==> src/design/ca3d_pkg.sv <==
`default_nettype none

package ca3d_pkg;

    // grid capacity
    localparam int MAX_X = 32;
    localparam int MAX_Y = 32;
    localparam int MAX_Z = 32;

    localparam int X_W    = $clog2(MAX_X);
    localparam int Y_W    = $clog2(MAX_Y);
    localparam int Z_W    = $clog2(MAX_Z);
    localparam int ROW_W  = X_W + Y_W;
    localparam int ADDR_W = ROW_W + 1;
    localparam int RAM_DEPTH = 2 ** ADDR_W;

    // field and register widths
    localparam int REQ_W     = 2;
    localparam int COORD_W   = 5;
    localparam int SIZE_W    = 6;
    localparam int RULE_W    = 5;
    localparam int CNT_W     = 5;
    localparam int CFG_IDX_W = 3;
    localparam int CFG_DAT_W = 6;
    localparam int OFS_W     = 2;

    function automatic int max_of(input int a, input int b);
        return (a > b) ? a : b;
    endfunction

    // clamped extent width: holds the register value and every capacity
    localparam int EXT_W = max_of(SIZE_W, max_of($clog2(MAX_X + 1),
                                  max_of($clog2(MAX_Y + 1), $clog2(MAX_Z + 1))));

    // neighbor offsets run 0..2 and stand for -1..+1
    localparam logic [OFS_W-1:0] OFS_MID  = 2'd1;
    localparam logic [OFS_W-1:0] OFS_LAST = 2'd2;

    // request codes
    localparam logic [REQ_W-1:0] REQ_WRITE = 2'd0;
    localparam logic [REQ_W-1:0] REQ_READ  = 2'd1;
    localparam logic [REQ_W-1:0] REQ_STEP  = 2'd2;

    // configuration register indexes
    localparam logic [CFG_IDX_W-1:0] CFG_SIZE_X      = 3'd0;
    localparam logic [CFG_IDX_W-1:0] CFG_SIZE_Y      = 3'd1;
    localparam logic [CFG_IDX_W-1:0] CFG_SIZE_Z      = 3'd2;
    localparam logic [CFG_IDX_W-1:0] CFG_BIRTH_LOW   = 3'd3;
    localparam logic [CFG_IDX_W-1:0] CFG_BIRTH_HIGH  = 3'd4;
    localparam logic [CFG_IDX_W-1:0] CFG_SURVIVE_LOW = 3'd5;

    // register reset values
    localparam logic [SIZE_W-1:0] SIZE_RST        = 6'd32;
    localparam logic [RULE_W-1:0] BIRTH_LOW_RST   = 5'd8;
    localparam logic [RULE_W-1:0] BIRTH_HIGH_RST  = 5'd10;
    localparam logic [RULE_W-1:0] SURVIVE_LOW_RST = 5'd5;

    typedef logic [MAX_Z-1:0] t_row;

    typedef enum logic [2:0] {
        S_CLEAR,
        S_IDLE,
        S_ACC_WAIT,
        S_GEN_RD,
        S_GEN_FIN,
        S_GEN_WR,
        S_RESP
    } t_state;

    // lane unit control
    typedef struct packed {
        logic clr;
        logic acc;
        logic center;
    } t_lane_ctl;

    // extent limited to the grid capacity
    function automatic logic [EXT_W-1:0] clamp_ext(input logic [SIZE_W-1:0] v, input int lim);
        logic [EXT_W-1:0] res;
        if (int'(v) > lim) begin
            res = EXT_W'(lim);
        end else begin
            res = EXT_W'(v);
        end
        return res;
    endfunction

endpackage

`default_nettype wire

==> src/design/ca3d_lane_unit.sv <==
`default_nettype none

module ca3d_lane_unit import ca3d_pkg::*; (
    input  wire logic              i_clk,
    input  wire t_lane_ctl         i_ctl,
    input  wire t_row              i_row,
    input  wire logic [RULE_W-1:0] i_birth_low,
    input  wire logic [RULE_W-1:0] i_birth_high,
    input  wire logic [RULE_W-1:0] i_survive_low,
    output t_row                   o_next_row
);

    logic [CNT_W-1:0] r_acc [MAX_Z];
    t_row             r_self;
    logic [1:0]       add [MAX_Z];

    // per-lane contribution of one fetched row: z-1, z (not on the center row), z+1
    always_comb begin
        for (int z = 0; z < MAX_Z; z++) begin
            logic lo;
            logic mid;
            logic hi;
            lo  = (z > 0) ? i_row[(z > 0) ? z - 1 : 0] : 1'b0;
            hi  = (z < MAX_Z - 1) ? i_row[(z < MAX_Z - 1) ? z + 1 : z] : 1'b0;
            mid = i_ctl.center ? 1'b0 : i_row[z];
            add[z] = {1'b0, lo} + {1'b0, mid} + {1'b0, hi};
        end
    end

    // neighbor count accumulators, one per lane
    always_ff @(posedge i_clk) begin
        for (int z = 0; z < MAX_Z; z++) begin
            if (i_ctl.clr) begin
                r_acc[z] <= '0;
            end else if (i_ctl.acc) begin
                r_acc[z] <= r_acc[z] + CNT_W'(add[z]);
            end
        end
        if (i_ctl.acc && i_ctl.center) begin
            r_self <= i_row;
        end
    end

    // birth / keep / die rule per lane
    always_comb begin
        for (int z = 0; z < MAX_Z; z++) begin
            logic born;
            logic keep;
            born = (r_acc[z] >= i_birth_low) && (r_acc[z] <= i_birth_high);
            keep = (r_acc[z] >= i_survive_low) && (r_acc[z] < i_birth_low);
            o_next_row[z] = born || (keep && r_self[z]);
        end
    end

endmodule

`default_nettype wire

==> config.mk <==
export PLATFORM = sky130hd
export DESIGN_NAME = ca3d_lane_unit
export DESIGN_NICKNAME = d
export VERILOG_FILES = /design/src/design/ca3d_pkg.sv /design/src/design/ca3d_lane_unit.sv
export SDC_FILE = /design/constraint.sdc
export NUM_CORES = 1
export LEC_CHECK = 0
export BUFFER_PORTS_ARGS = -buffer_cell sky130_fd_sc_hd__buf_2
export CAP_MARGIN = 20
export CORE_ASPECT_RATIO = 1.4
export CORE_MARGIN = 2
export CORE_UTILIZATION = 30
export DETAILED_ROUTE_END_ITERATION = 8
export PLACE_DENSITY_LB_ADDON = 0.15
export SETUP_SLACK_MARGIN = 0.05
export SYNTH_ARGS = -nofsm -noshare
export SYNTH_HDL_FRONTEND = slang
export SYNTH_SLANG_ARGS = --single-unit
==> constraint.sdc <==
create_clock -name i_clk -period 5.8 [get_ports i_clk]
set_input_delay 1.74 -clock i_clk [delete_from_list [all_inputs] [get_ports i_clk]]
set_output_delay 1.74 -clock i_clk [all_outputs]
set_load 0.01 [all_outputs]
==> Word-level counts from Yosys, hierarchy flattened <==
Memory sizes are Yosys's and may differ from the RTL's.
Index checks and enable logic that the tools add are counted.
Widths: inputs -> output; s select.
{ "op_classes": {"muxes": 69, "eq_ne": 0, "n_reduce_logical": 129, "bitwise": 32, "div_mod_pow": 0, "mul": 0, "shifts": 0, "magnitude_cmp": 128, "n_addsub": 94} }
{ "op_table": {"columns": ["op", "count"], "rows": [
  ["$ge 5x5->1", 64],
  ["$add 5x2->5", 32],
  ["$le 5x5->1", 32],
  ["$lt 5x5->1", 32],
  ["$mux 5", 32],
  ["$logic_and 1x1->1", 97],
  ["$add 1x1->2", 32],
  ["$add 2x1->2", 30],
  ["$mux 1", 37],
  ["$logic_or 1x1->1", 32],
  ["$or 1x1->1", 32]
]} }
{ "word_totals": {"regBits": 32, "out_inout_bits": 32, "ramBits": 160, "latch_bits": 0, "mem_bits_ro": 0, "inputBits": 51, "memories": 1} }
{ "memory_table": {"columns": ["memory", "words", "width", "read_ports", "rd_ports_with_merged_regs", "write_ports", "line_no", "rtl"], "rows": [
  ["r_acc", 32, 5, 32, 0, 32, "ca3d_lane_unit.sv:13", "logic [CNT_W-1:0] r_acc [MAX_Z];"]
]} }

==> Longest topological paths before layout <==
{ "logic_depth": {"ltp_word": 5, "mapped_depth": 8} }

==> Least setup slack after synthesis <==
OpenSTA, ideal clock, no wires.
{ "synth_timing": {"path_type": "input -> output", "startpoint": "in i_birth_low[4]", "endpoint": "out o_next_row[16]", "t_arrival_ns": 3.553, "path_slack_ns": 0.507, "n_path_buf": 0, "required_ns": 4.060, "cell_stages": 6, "cell_sequence": "inv_1 ha_1 and4_4 a21o_1 a221o_1 a32o_1"} }
{ "synth_via": {"elab_chain_len": 4, "word_cells_on_any_way": 6, "cone_classes": "order compare: 2; reduce/logical: 4"} }
{ "synth_lines": {"columns": ["element", "line_no", "rtl"], "rows": [
  ["start: declaration", "ca3d_lane_unit.sv:7", "input wire logic [RULE_W-1:0] i_birth_low,"],
  ["$lt 5x5->1", "ca3d_lane_unit.sv:50", "keep = (r_acc[z] >= i_survive_low) && (r_acc[z] < i_birth_low);"],
  ["$logic_and 1x1->1", "ca3d_lane_unit.sv:50", null],
  ["$logic_and 1x1->1", "ca3d_lane_unit.sv:51", "o_next_row[z] = born || (keep && r_self[z]);"],
  ["$logic_or 1x1->1 *", "ca3d_lane_unit.sv:51", null],
  ["end: declaration", "ca3d_lane_unit.sv:10", "output t_row o_next_row"]
]} }
Every way passes the cells marked *; elsewhere a longest branch is shown, timed or not.

==> Final worst setup path <==
{ "layout_timing": {"startpoint": "in i_birth_low[4]", "endpoint": "out o_next_row[17]"} }
The elaborated chain is that of the path after synthesis.

==> run summary <==
RSZ-0062 raised after global routing: no
Slew margin rel.: 42.0%
Remaining DRCs: 0
Skew-Pair Late Insertion Delay: 0.48 ns
Hold Vio Cnt, Final: 0
Max Slew Vio Count: 0
Routed Antenna Nets: 0
Top cell type's share of synthesized area: 32.5%
Global-route met3 utilization: 1.88%
Overall Power: 0.00466 W
Root Driver: clkbuf_16
Synthesized area: 0.0209 sq mm
Post-Layout Cell Count: 3,080
CTS resizes: 0
Initial Utilization: 30.3%
Clock Skew: 0.00784 ns
Max-Cap Viols: 0
Critical path endpoint category: primary output
Yosys cell types: 33
Most common cell after layout, fill and taps aside: ha_1
DPL Wire Length: 42,500 um
Post-Place Cells: 3,048
Mean Syn Cell Area: 10.3 sq um
Initial detailed-routing violation count: 774
DR pass1 iterations: 5
Actual slew at the worst max-slew pin: 0.870 ns
Hold-fix buffers at CTS: 0
Largest net degree at the start of global routing: 58
Final #Nets: 2,794
CTS tree: yes
Worst EP arrival: 3.70 ns
Antenna violations before repair: 0
First-pass GRT wire length: 97,500 um
Most frequent cells in the layout: ha_1, edfxtp_1, inv_1, a21oi_1, nor2_1
Setup TNS: 0 ns
Cell mode on critical path: buf_2
Layout area overhead: 12.1%
Ratio of cells with drive above 1 in the final layout: 9.01%
Clk buf depth: 2
Worst VDD drop: 0.226 mV
Busiest layer in global routing: met2
Post-synth top area cell: ha_1
Placer Congestion: 0.752
Clock sinks: 192
Vias in the first global route: 16,400
CORE AREA: 0.0690 sq mm
Total congestion overflow: 0
Post-synthesis net count: 2,681
Vias/cell: 5.19
F_max: 0.184 GHz
Post-synthesis cell count: 2,026
Met1 Track Usage GR: 22.6%
CP max FO: 20
Min Tclk post-route: 5.44 ns
CP Launch Type: input pin
I/O pin total: 83
Period utilization: 93.8%
Min-delay worst type: reg2reg
Fillers: 6,969
Die height: 316 um
Placed instance area: 0.0229 sq mm
Critical path class: in2out
Outcome: finished clean
Row count: 114
Sequential-to-total area share from yosys stat: 27.6%
Routed WL: 63,300 um
Gr usage total: 18.2%
Clk slew on worst S/H paths: 0.07 ns
Die area: 0.0718 sq mm
Antenna Cells: 0
CTS Buf Count: 17
P_leak: 11.0 nW
M2 GR Usage: 33.2%
Warnings from Yosys: 0
PortBufs: 82
Post-route cell area: 0.0234 sq mm
Routed vias: 16,000
CP max stage delay: 0.30 ns
Die X: 227 um
Post-CTS setup buffer count: 0
#FFs+latches synth: 192
Routed length per instance: 20.6 um
Worst EP required: 4.06 ns
Synth top area cells: ha_1, edfxtp_1, fa_1
Worst-path cell with the longest stage delay: ha_1
Final Util: 33.9%
CP Cell Sequence: buf_2 > inv_2 > buf_12 > ha_1 > and4_4 > a21o_1 > a221o_1 > a32o_1 > buf_2
Final setup fails: 0
H-tree levels: 4
PD cells: 199 mW/mm^2
==> kinds of logic after synthesis <==
family | after synthesis | synth area share (%)
fa+ha+maj | 604 | 38.4
simple gates | 518 | 13.1
compound gates | 424 | 13.6
buf+inv | 197 | 3.55
flops | 192 | 27.6
xor+xnor | 91 | 3.82
==> report_power, final <==
part,switching (W),internal [W]
Combinational,0.000895,0.000711
Sequential,0.000165,0.00167
Clock,0.000598,0.000623
Total,0.00166,0.00300
==> final timing paths <==
path	startpoint	end	slack, ns	depth (start not counted)
worst max-delay path	i_birth_low[4]	o_next_row[17]	0.36	9
worst min-delay path	r_acc[1][54]	r_acc[1][54]	0.71	2
worst max register to register	r_acc[0][30]	r_acc[0][34]	3.43	8
worst min register to register	r_acc[1][54]	r_acc[1][54]	0.71	2
==> state kept, by name, indices dropped and copies added (netlist names) <==
signal and count:
r_acc 160, r_self 32
==> routing by layer <==
layer	vias up	part of all wire [%]	wire length [um]
li1	7766	-	-
met1	7929	45	28200
met2	215	51	32600
met3	61	2.2	1370
met4	0	1.8	1170
met5	-	0	0
==> per-stage QoR <==
step                      setup slack, ns  hold slack [ns]
after global routing                0.294            0.744
after detailed placement            0.319            0.697
final                               0.360            0.711
after floorplan                     0.507            0.633
after CTS                           0.320            0.717
after global placement              0.341            0.693
==> critical path: cells and delay by family <==
family / cells / cell delay [ns]
adders and majority gates: 1 / 0.30
AOI/OAI and AO/OA: 3 / 0.71
and+or+nand+nor: 1 / 0.21
buffers and inverters: 4 / 0.69
==> cell usage after synthesis <==
library cell,n
a211oi_1,2
a21boi_0,32
a21o_1,60
a21oi_1,165
a221o_1,30
a31oi_1,30
a32o_1,30
and2_1,52
and2_2,7
and2b_2,1
and3_1,1
and4_4,30
buf_1,5
buf_2,1
clkbuf_1,14
edfxtp_1,192
fa_1,62
ha_1,542
inv_1,177
nand2_1,69
nand2b_1,34
nand3_1,90
nand4_1,34
nor2_1,155
nor2b_1,39
o21ai_0,39
o31a_1,2
o32a_1,2
o32ai_1,32
or2_2,1
or3_1,5
xnor2_1,58
xor2_1,33
==> area by class of cell <==
cell class / instances / area [sq um] / share of cell area, %
Tap cell: 928 / 1160 / 4.96
Clock inverter: 15 / 126 / 0.540
Clock buffer: 17 / 425 / 1.82
Multi-Input combinational cell: 1637 / 14400 / 61.5
Sequential cell: 192 / 5770 / 24.6
Timing Repair Buffer: 114 / 876 / 3.74
Inverter: 177 / 664 / 2.84
Power figures use the tool's default switching activity.
